[src/hw/rtl/lrst_pkg.sv]
`timescale 1ns / 1ps
// ----------------------------------------------------------------------------
// lrst_pkg: shared types and constants for the range-add / range-sum tree
// Field widths, controller command codes and the command/status bundles.
// ----------------------------------------------------------------------------
package lrst_pkg;

  localparam int POS_W             = 11;   // position field width
  localparam int VAL_W             = 32;   // add amount width
  localparam int SUM_W             = 64;   // sum width
  localparam int MAX_POSITIONS_DEF = 1024;
  localparam int SIZE_RESET        = 1024;

  localparam int OP_W = 4;
  localparam logic [OP_W-1:0] OP_NOP    = 4'd0;
  localparam logic [OP_W-1:0] OP_CLR    = 4'd1;
  localparam logic [OP_W-1:0] OP_ACCEPT = 4'd2;
  localparam logic [OP_W-1:0] OP_ADD_A  = 4'd3;
  localparam logic [OP_W-1:0] OP_ADD_B  = 4'd4;
  localparam logic [OP_W-1:0] OP_STEP   = 4'd5;
  localparam logic [OP_W-1:0] OP_QB     = 4'd6;
  localparam logic [OP_W-1:0] OP_QA     = 4'd7;
  localparam logic [OP_W-1:0] OP_QMUL   = 4'd8;
  localparam logic [OP_W-1:0] OP_QPFX   = 4'd9;
  localparam logic [OP_W-1:0] OP_QFIN   = 4'd10;
  localparam logic [OP_W-1:0] OP_QEMPTY = 4'd11;

  typedef struct packed {
    logic [OP_W-1:0] op;
  } ctl_t;

  typedef struct packed {
    logic is_query;   // latched action is a query
    logic empty;      // clipped range is empty
    logic walk_go;    // current tree index still inside the walk
    logic clr_last;   // clearing sweep at its final entry
  } sts_t;

endpackage

[src/hw/rtl/lrst_ctrl.sv]
`timescale 1ns / 1ps
// ----------------------------------------------------------------------------
// lrst_ctrl: sequencer of the range-add / range-sum tree
// Clears the store, then steps each transaction through its tree walks.
// ----------------------------------------------------------------------------
module lrst_ctrl
  import lrst_pkg::*;
(
  input  logic clk,
  input  logic rst_n,
  input  logic cfg_we,
  input  logic start,
  input  sts_t sts,
  output ctl_t ctl,
  output logic busy
);

  localparam logic [3:0] S_IDLE = 4'd0;
  localparam logic [3:0] S_CLR  = 4'd1;
  localparam logic [3:0] S_DISP = 4'd2;
  localparam logic [3:0] S_ADDA = 4'd3;
  localparam logic [3:0] S_ADDB = 4'd4;
  localparam logic [3:0] S_RD   = 4'd5;
  localparam logic [3:0] S_STEP = 4'd6;
  localparam logic [3:0] S_QB   = 4'd7;
  localparam logic [3:0] S_QA   = 4'd8;
  localparam logic [3:0] S_QMUL = 4'd9;
  localparam logic [3:0] S_QPFX = 4'd10;
  localparam logic [3:0] S_QFIN = 4'd11;

  logic [3:0] state_r, state_nxt;
  logic       phase_r, phase_nxt;

  always_comb begin
    state_nxt = state_r;
    phase_nxt = phase_r;
    ctl.op    = OP_NOP;
    case (state_r)
      S_IDLE: begin
        if (cfg_we) begin
          state_nxt = S_CLR;
        end else if (start) begin
          ctl.op    = OP_ACCEPT;
          state_nxt = S_DISP;
        end
      end
      S_CLR: begin
        ctl.op = OP_CLR;
        if (sts.clr_last) begin
          state_nxt = S_IDLE;
        end
      end
      S_DISP: begin
        if (sts.empty) begin
          if (sts.is_query) begin
            ctl.op = OP_QEMPTY;
          end
          state_nxt = S_IDLE;
        end else begin
          state_nxt = sts.is_query ? S_QB : S_ADDA;
        end
      end
      S_ADDA: begin
        ctl.op    = OP_ADD_A;
        phase_nxt = 1'b0;
        state_nxt = S_RD;
      end
      S_ADDB: begin
        ctl.op    = OP_ADD_B;
        phase_nxt = 1'b1;
        state_nxt = S_RD;
      end
      S_QB: begin
        ctl.op    = OP_QB;
        phase_nxt = 1'b0;
        state_nxt = S_RD;
      end
      S_QA: begin
        ctl.op    = OP_QA;
        phase_nxt = 1'b1;
        state_nxt = S_RD;
      end
      S_RD: begin
        if (sts.walk_go) begin
          state_nxt = S_STEP;
        end else if (sts.is_query) begin
          state_nxt = S_QMUL;
        end else begin
          state_nxt = phase_r ? S_IDLE : S_ADDB;
        end
      end
      S_STEP: begin
        ctl.op    = OP_STEP;
        state_nxt = S_RD;
      end
      S_QMUL: begin
        ctl.op    = OP_QMUL;
        state_nxt = phase_r ? S_QFIN : S_QPFX;
      end
      S_QPFX: begin
        ctl.op    = OP_QPFX;
        state_nxt = S_QA;
      end
      S_QFIN: begin
        ctl.op    = OP_QFIN;
        state_nxt = S_IDLE;
      end
      default: state_nxt = S_IDLE;
    endcase
    if (cfg_we) begin
      state_nxt = S_CLR;
    end
  end

  always_ff @(posedge clk) begin
    if (!rst_n) begin
      state_r <= S_CLR;
      phase_r <= 1'b0;
    end else begin
      state_r <= state_nxt;
      phase_r <= phase_nxt;
    end
  end

  assign busy = (state_r != S_IDLE);

endmodule

[config.mk]
export PLATFORM = sky130hd
export DESIGN_NAME = lrst_ctrl
export DESIGN_NICKNAME = d
export VERILOG_FILES = /design/src/hw/rtl/lrst_pkg.sv /design/src/hw/rtl/lrst_ctrl.sv
export SDC_FILE = /design/constraint.sdc
export NUM_CORES = 1
export LEC_CHECK = 0
export BUFFER_PORTS_ARGS = -buffer_cell sky130_fd_sc_hd__clkbuf_2
export CAP_MARGIN = 20
export CORE_AREA = 5 5 42 44
export CTS_CLUSTER_DIAMETER = 40
export DETAILED_ROUTE_END_ITERATION = 8
export DIE_AREA = 0 0 47 49
export GPL_TIMING_DRIVEN = 0
export PLACE_DENSITY_LB_ADDON = 0.2
export SLEW_MARGIN = 30
export SYNTH_ARGS = -nofsm -noshare
export SYNTH_HDL_FRONTEND = slang
export SYNTH_SLANG_ARGS = --single-unit
[constraint.sdc]
create_clock -name clk -period 2.15 [get_ports clk]
set_clock_uncertainty 0.1 [all_clocks]
set_input_delay 0.645 -clock clk [delete_from_list [all_inputs] [get_ports clk]]
set_output_delay 0.645 -clock clk [all_outputs]
set_load 0.02 [all_outputs]
After elaboration in Yosys (flattened, before gate mapping) --
Index checks and enable logic that the tools add are counted. W data, S select, Z words.
Cells by class: equal/unequal tests 13, multiplexer cells 15, bitwise gates (word level) 1, reduce and logical (&&, ||, !) cells 8
Operator list (count):
- $pmux W4 S11 | 1
- $pmux W4 S7 | 1
- $mux W4 | 6
- $eq A4 B3 Y1 const B | 4
- $eq A4 B4 Y1 const B | 4
- $mux W3 | 3
- $eq A4 B2 Y1 const B | 2
- $reduce_or A2 Y1 | 3
- $reduce_or A5 Y1 | 1
- $eq A4 B1 Y1 const B | 1
- $logic_not A4 Y1 | 1
- $mux W2 | 2
- $ne A2 B2 Y1 const B | 2
- $reduce_bool A4 Y1 | 1
- $pmux W1 S2 | 1
- $reduce_and A2 Y1 | 1
- $reduce_bool A2 Y1 | 1
- $mux W1 | 1
- $not A1 Y1 | 1
Storage, ports and cells: register bits after elaboration 5, input bits 8, output and inout port bits 5, word-level logic and storage cells 39

Depth between registers and ports, before layout --
word-level depth 4, gate-level depth with buffers 5, depth with buffers taken out 4

Worst setup path after synthesis --
Ideal clock, no wire load.
path type input-to-output, start input sts[2] (netlist bit), end output ctl[0] (netlist bit), data arrival time 1.293 ns, required time 1.405 ns, path slack 0.112 ns, stages 2, path buffers 0, cells stage by stage a31oi_1 o32ai_1
RTL lines:
- from (decl) | RTL line lrst_ctrl.sv:13 | input sts_t sts,
- to (decl) | RTL line lrst_ctrl.sv:14 | output ctl_t ctl,

==> qor.csv <==
stage;metric;value;unit
run_status;outcome;finished, final reports clean;
critical_path;crit path buf inv count;2;
critical_path;Reg2Reg Launch Point;state_r[2];
final_layout;fill count;167;
critical_path;CP cell instances;clkbuf_2 > a31oi_1 > o21ai_1 > a21o_1 > clkbuf_2;
floorplan;Die ar.;0.00230;sq mm
sta;fmax;473;MHz
synthesis;Synth Net Count;73;
critical_path;Worst Setup SP;sts[3];
power_and_ir_drop;Power Density;412;mW/mm^2
critical_path;Crit. End Element;output port;
clocking;clock transition at the registers of the reported paths;40;ps
routing;Detailed Routing Iterations Pass 1;5;
power_and_ir_drop;Clock power frac;43.2;%
final_layout;share of cells above drive strength 1;31.7;%
grt;grt total ovfl;0;
run;Max Cap Viol;0;
clocking;CTS max path bufs;2;
grt;first-pass GRT wire length;2.13;mm
floorplan;DIE HEIGHT;49;um
sta;Final Hold Fails;0;
power_and_ir_drop;Switching Power;0.0565;mW
clocking;htree depth;1;
synthesis;yosys warns;0;
min_path;worst min-delay path class;flip-flop to flip-flop;
clocking;Clock Sink Count;5;
routing;DR iter-0 viols;10;
power_and_ir_drop;maximum vdd drop;274;uV
synthesis;post-synth top area cell;dfxtp_1;
synthesis;top-area cell type share of the netlist area;23.1;%
grt;initial antenna violation count;0;
routing;Routed WL;1.24;mm
sta;final setup fails;0;
final_layout;fin area;576;sq um
power_and_ir_drop;sequential power share;40.2;%
critical_path;crit-path max cell delay;180;ps
critical_path;R2R setup slack;910;ps
sta;Period minus WS final;2110;ps
min_path;HP Start;phase_r;
final_layout;area grow syn2layout;32.6;%
synthesis;Area contributors post-synth;dfxtp_1, nand2_1, a31oi_1, a21oi_1, o21ai_1;
final_layout;commonest cells after routing, fill and taps aside;clkbuf_2, nand2_1, o21ai_1, a21oi_1;
floorplan;Initial Utilization;31.0;%
floorplan;I/O pin total;13;
synthesis;number of synthesized flops with an enable pin;0;
final_layout;nets@finish;91;
critical_path;CP most frequent cell;clkbuf_2;
place;DPL Wire Length;899;um
critical_path;crit path max fanout;6;
place;Routability Congestion;0.829;
power_and_ir_drop;switch share;23.8;%
grt;vias in the first global route;502;
synthesis;Gate Count Post-Synth;65;
sta;fin crit share;98.3;%
critical_path;CP required;1400;ps
routing;Routed Antenna Nets;0;
sta;WHS;462;ps
floorplan;Die X-Extent;47;um
final_layout;commonest non-fill, non-tap cell in the layout;clkbuf_2;
routing;vias per cell;5.41;
sta;Slew HR;85.5;%
routing;wire per inst;12.7;um
routing;drc violations;0;
synthesis;register area share after synthesis;23.1;%
synthesis;Primary FF master, synth;dfxtp_1;
critical_path;critical path class;input pin to output port;
synthesis;Synth cell types;25;
critical_path;startpoint types;input pin;
grt;largest net degree at the start of global routing;11;
synthesis;Mapped Area;434;sq um
floorplan;core box area;0.00140;sq mm
critical_path;critical path's slowest cell;a31oi_1;
clocking;Clock Latency Late Sink;230;ps
final_layout;n_diodes;0;
grt;gr usage total;12.3;%
critical_path;CP delay by family, top;compound AO/OA/AOI/OAI gates;
power_and_ir_drop;leakage power;0.240;nW
synthesis;Avg Inst Size Synth;6.68;sq um
final_layout;Finished Core Util;41.1;%
clocking;CTS Hold Bufs;0;
clocking;CTS root buf;clkbuf_4;
place;I/O Buffers;12;
floorplan;row count;14;
clocking;cts bufs inserted;3;
synthesis;ys async rst share;0;%
sta;Final Max Tran Viols;0;
final_layout;Post-Layout Cell Count;98;
sta;Tightest Pin Transition;217;ps
power_and_ir_drop;internal power;0.181;mW
synthesis;#FFs+latches synth;5;
clocking;CTS tree;yes;
place;Placed Instances;93;
place;post-placement cell area;514;sq um
critical_path;Worst Path Arrival;1370;ps
power_and_ir_drop;Logic pwr share;16.6;%
routing;Vias;530;
[metrics by stage]
| step | power (mW) | TNS (ps) | setup slack [ps] |
|---|---|---|---|
| after floorplan | 0.120 | 0 | 112 |
| after global placement | 0.135 | 0 | 63.7 |
| after detailed placement | 0.135 | 0 | 55.7 |
| after CTS | 0.242 | 0 | 23.3 |
| after global routing | 0.257 | -7.42 | -7.42 |
| final | 0.237 | 0 | 37.2 |
[final cells by class]
type | instances | area [sq um] | share of cell area [%]
Sequential cell | 5 | 100 | 17.4
Clock buffer | 4 | 26.3 | 4.57
Buffer | 4 | 35.0 | 6.09
Inverter | 4 | 15.0 | 2.61
Timing Repair Buffer | 13 | 80.1 | 13.9
Multi-Input combinational cell | 52 | 299 | 52.0
Tap cell | 16 | 20.0 | 3.48
[registers in the layout (all words and copies together), names as in the netlist]
| name | count |
|---|---|
| state_r | 4 |
| phase_r | 1 |
[worst paths after layout]
kind / cells after the start / end
setup / recovery: 5 / ctl[1]
hold / removal: 2 / phase_r
setup reg to reg: 4 / state_r[2]
hold reg to reg: 2 / phase_r
[power groups by stage]
stage	combinational, mW	clock, mW	sequential, mW
2_1_floorplan	0.0229	0	0.0967
3_3_place_gp	0.0384	0	0.0969
3_5_place_dp	0.0383	0	0.0968
4_1_cts	0.0383	0.109	0.0952
5_1_grt	0.0434	0.118	0.0952
6_report	0.0394	0.102	0.0953
[cells by family after synthesis]
| logic type | Yosys count | share of synthesized area (%) |
|---|---|---|
| AOI/OAI and AO/OA | 27 | 37.2 |
| and+or+nand+nor | 24 | 26.8 |
| buffers and inverters | 8 | 10.9 |
| DFF | 5 | 23.1 |
| xor gates and xnor gates | 1 | 2.02 |
[cells in the mapped netlist, types with 2 or more instances]
library cell,n
a21o_1,2
a21oi_1,6
a31oi_1,5
and2b_1,2
buf_2,2
buf_6,2
dfxtp_1,5
inv_2,3
nand2_1,9
nand3_1,2
nand4_1,2
nor2_1,4
nor2b_1,2
o21ai_0,3
o21ai_1,6
[worst reg2reg max path: stages, from the launching register on]
cell	delay [ps]
dfxtp_1	360
buf_2	250
nor2_1	120
a21o_1	200
a31oi_1	150
[repair_timing]
| action | 4_1_cts | 5_1_grt |
|---|---|---|
| setup endpoints to repair | 0 | 3 |
| resized for setup | 0 | 6 |
| setup buffers | 0 | 1 |
[routing by layer]
layer | global-route usage, % | wire length [um] | vias up
met5 | 0 | 0 | -
met2 | 17.6 | 617 | 19
li1 | - | - | 271
met1 | 16.0 | 541 | 238
met3 | 5.90 | 68 | 2
met4 | 3.69 | 14 | 0
Power figures use the tool's default switching activity.
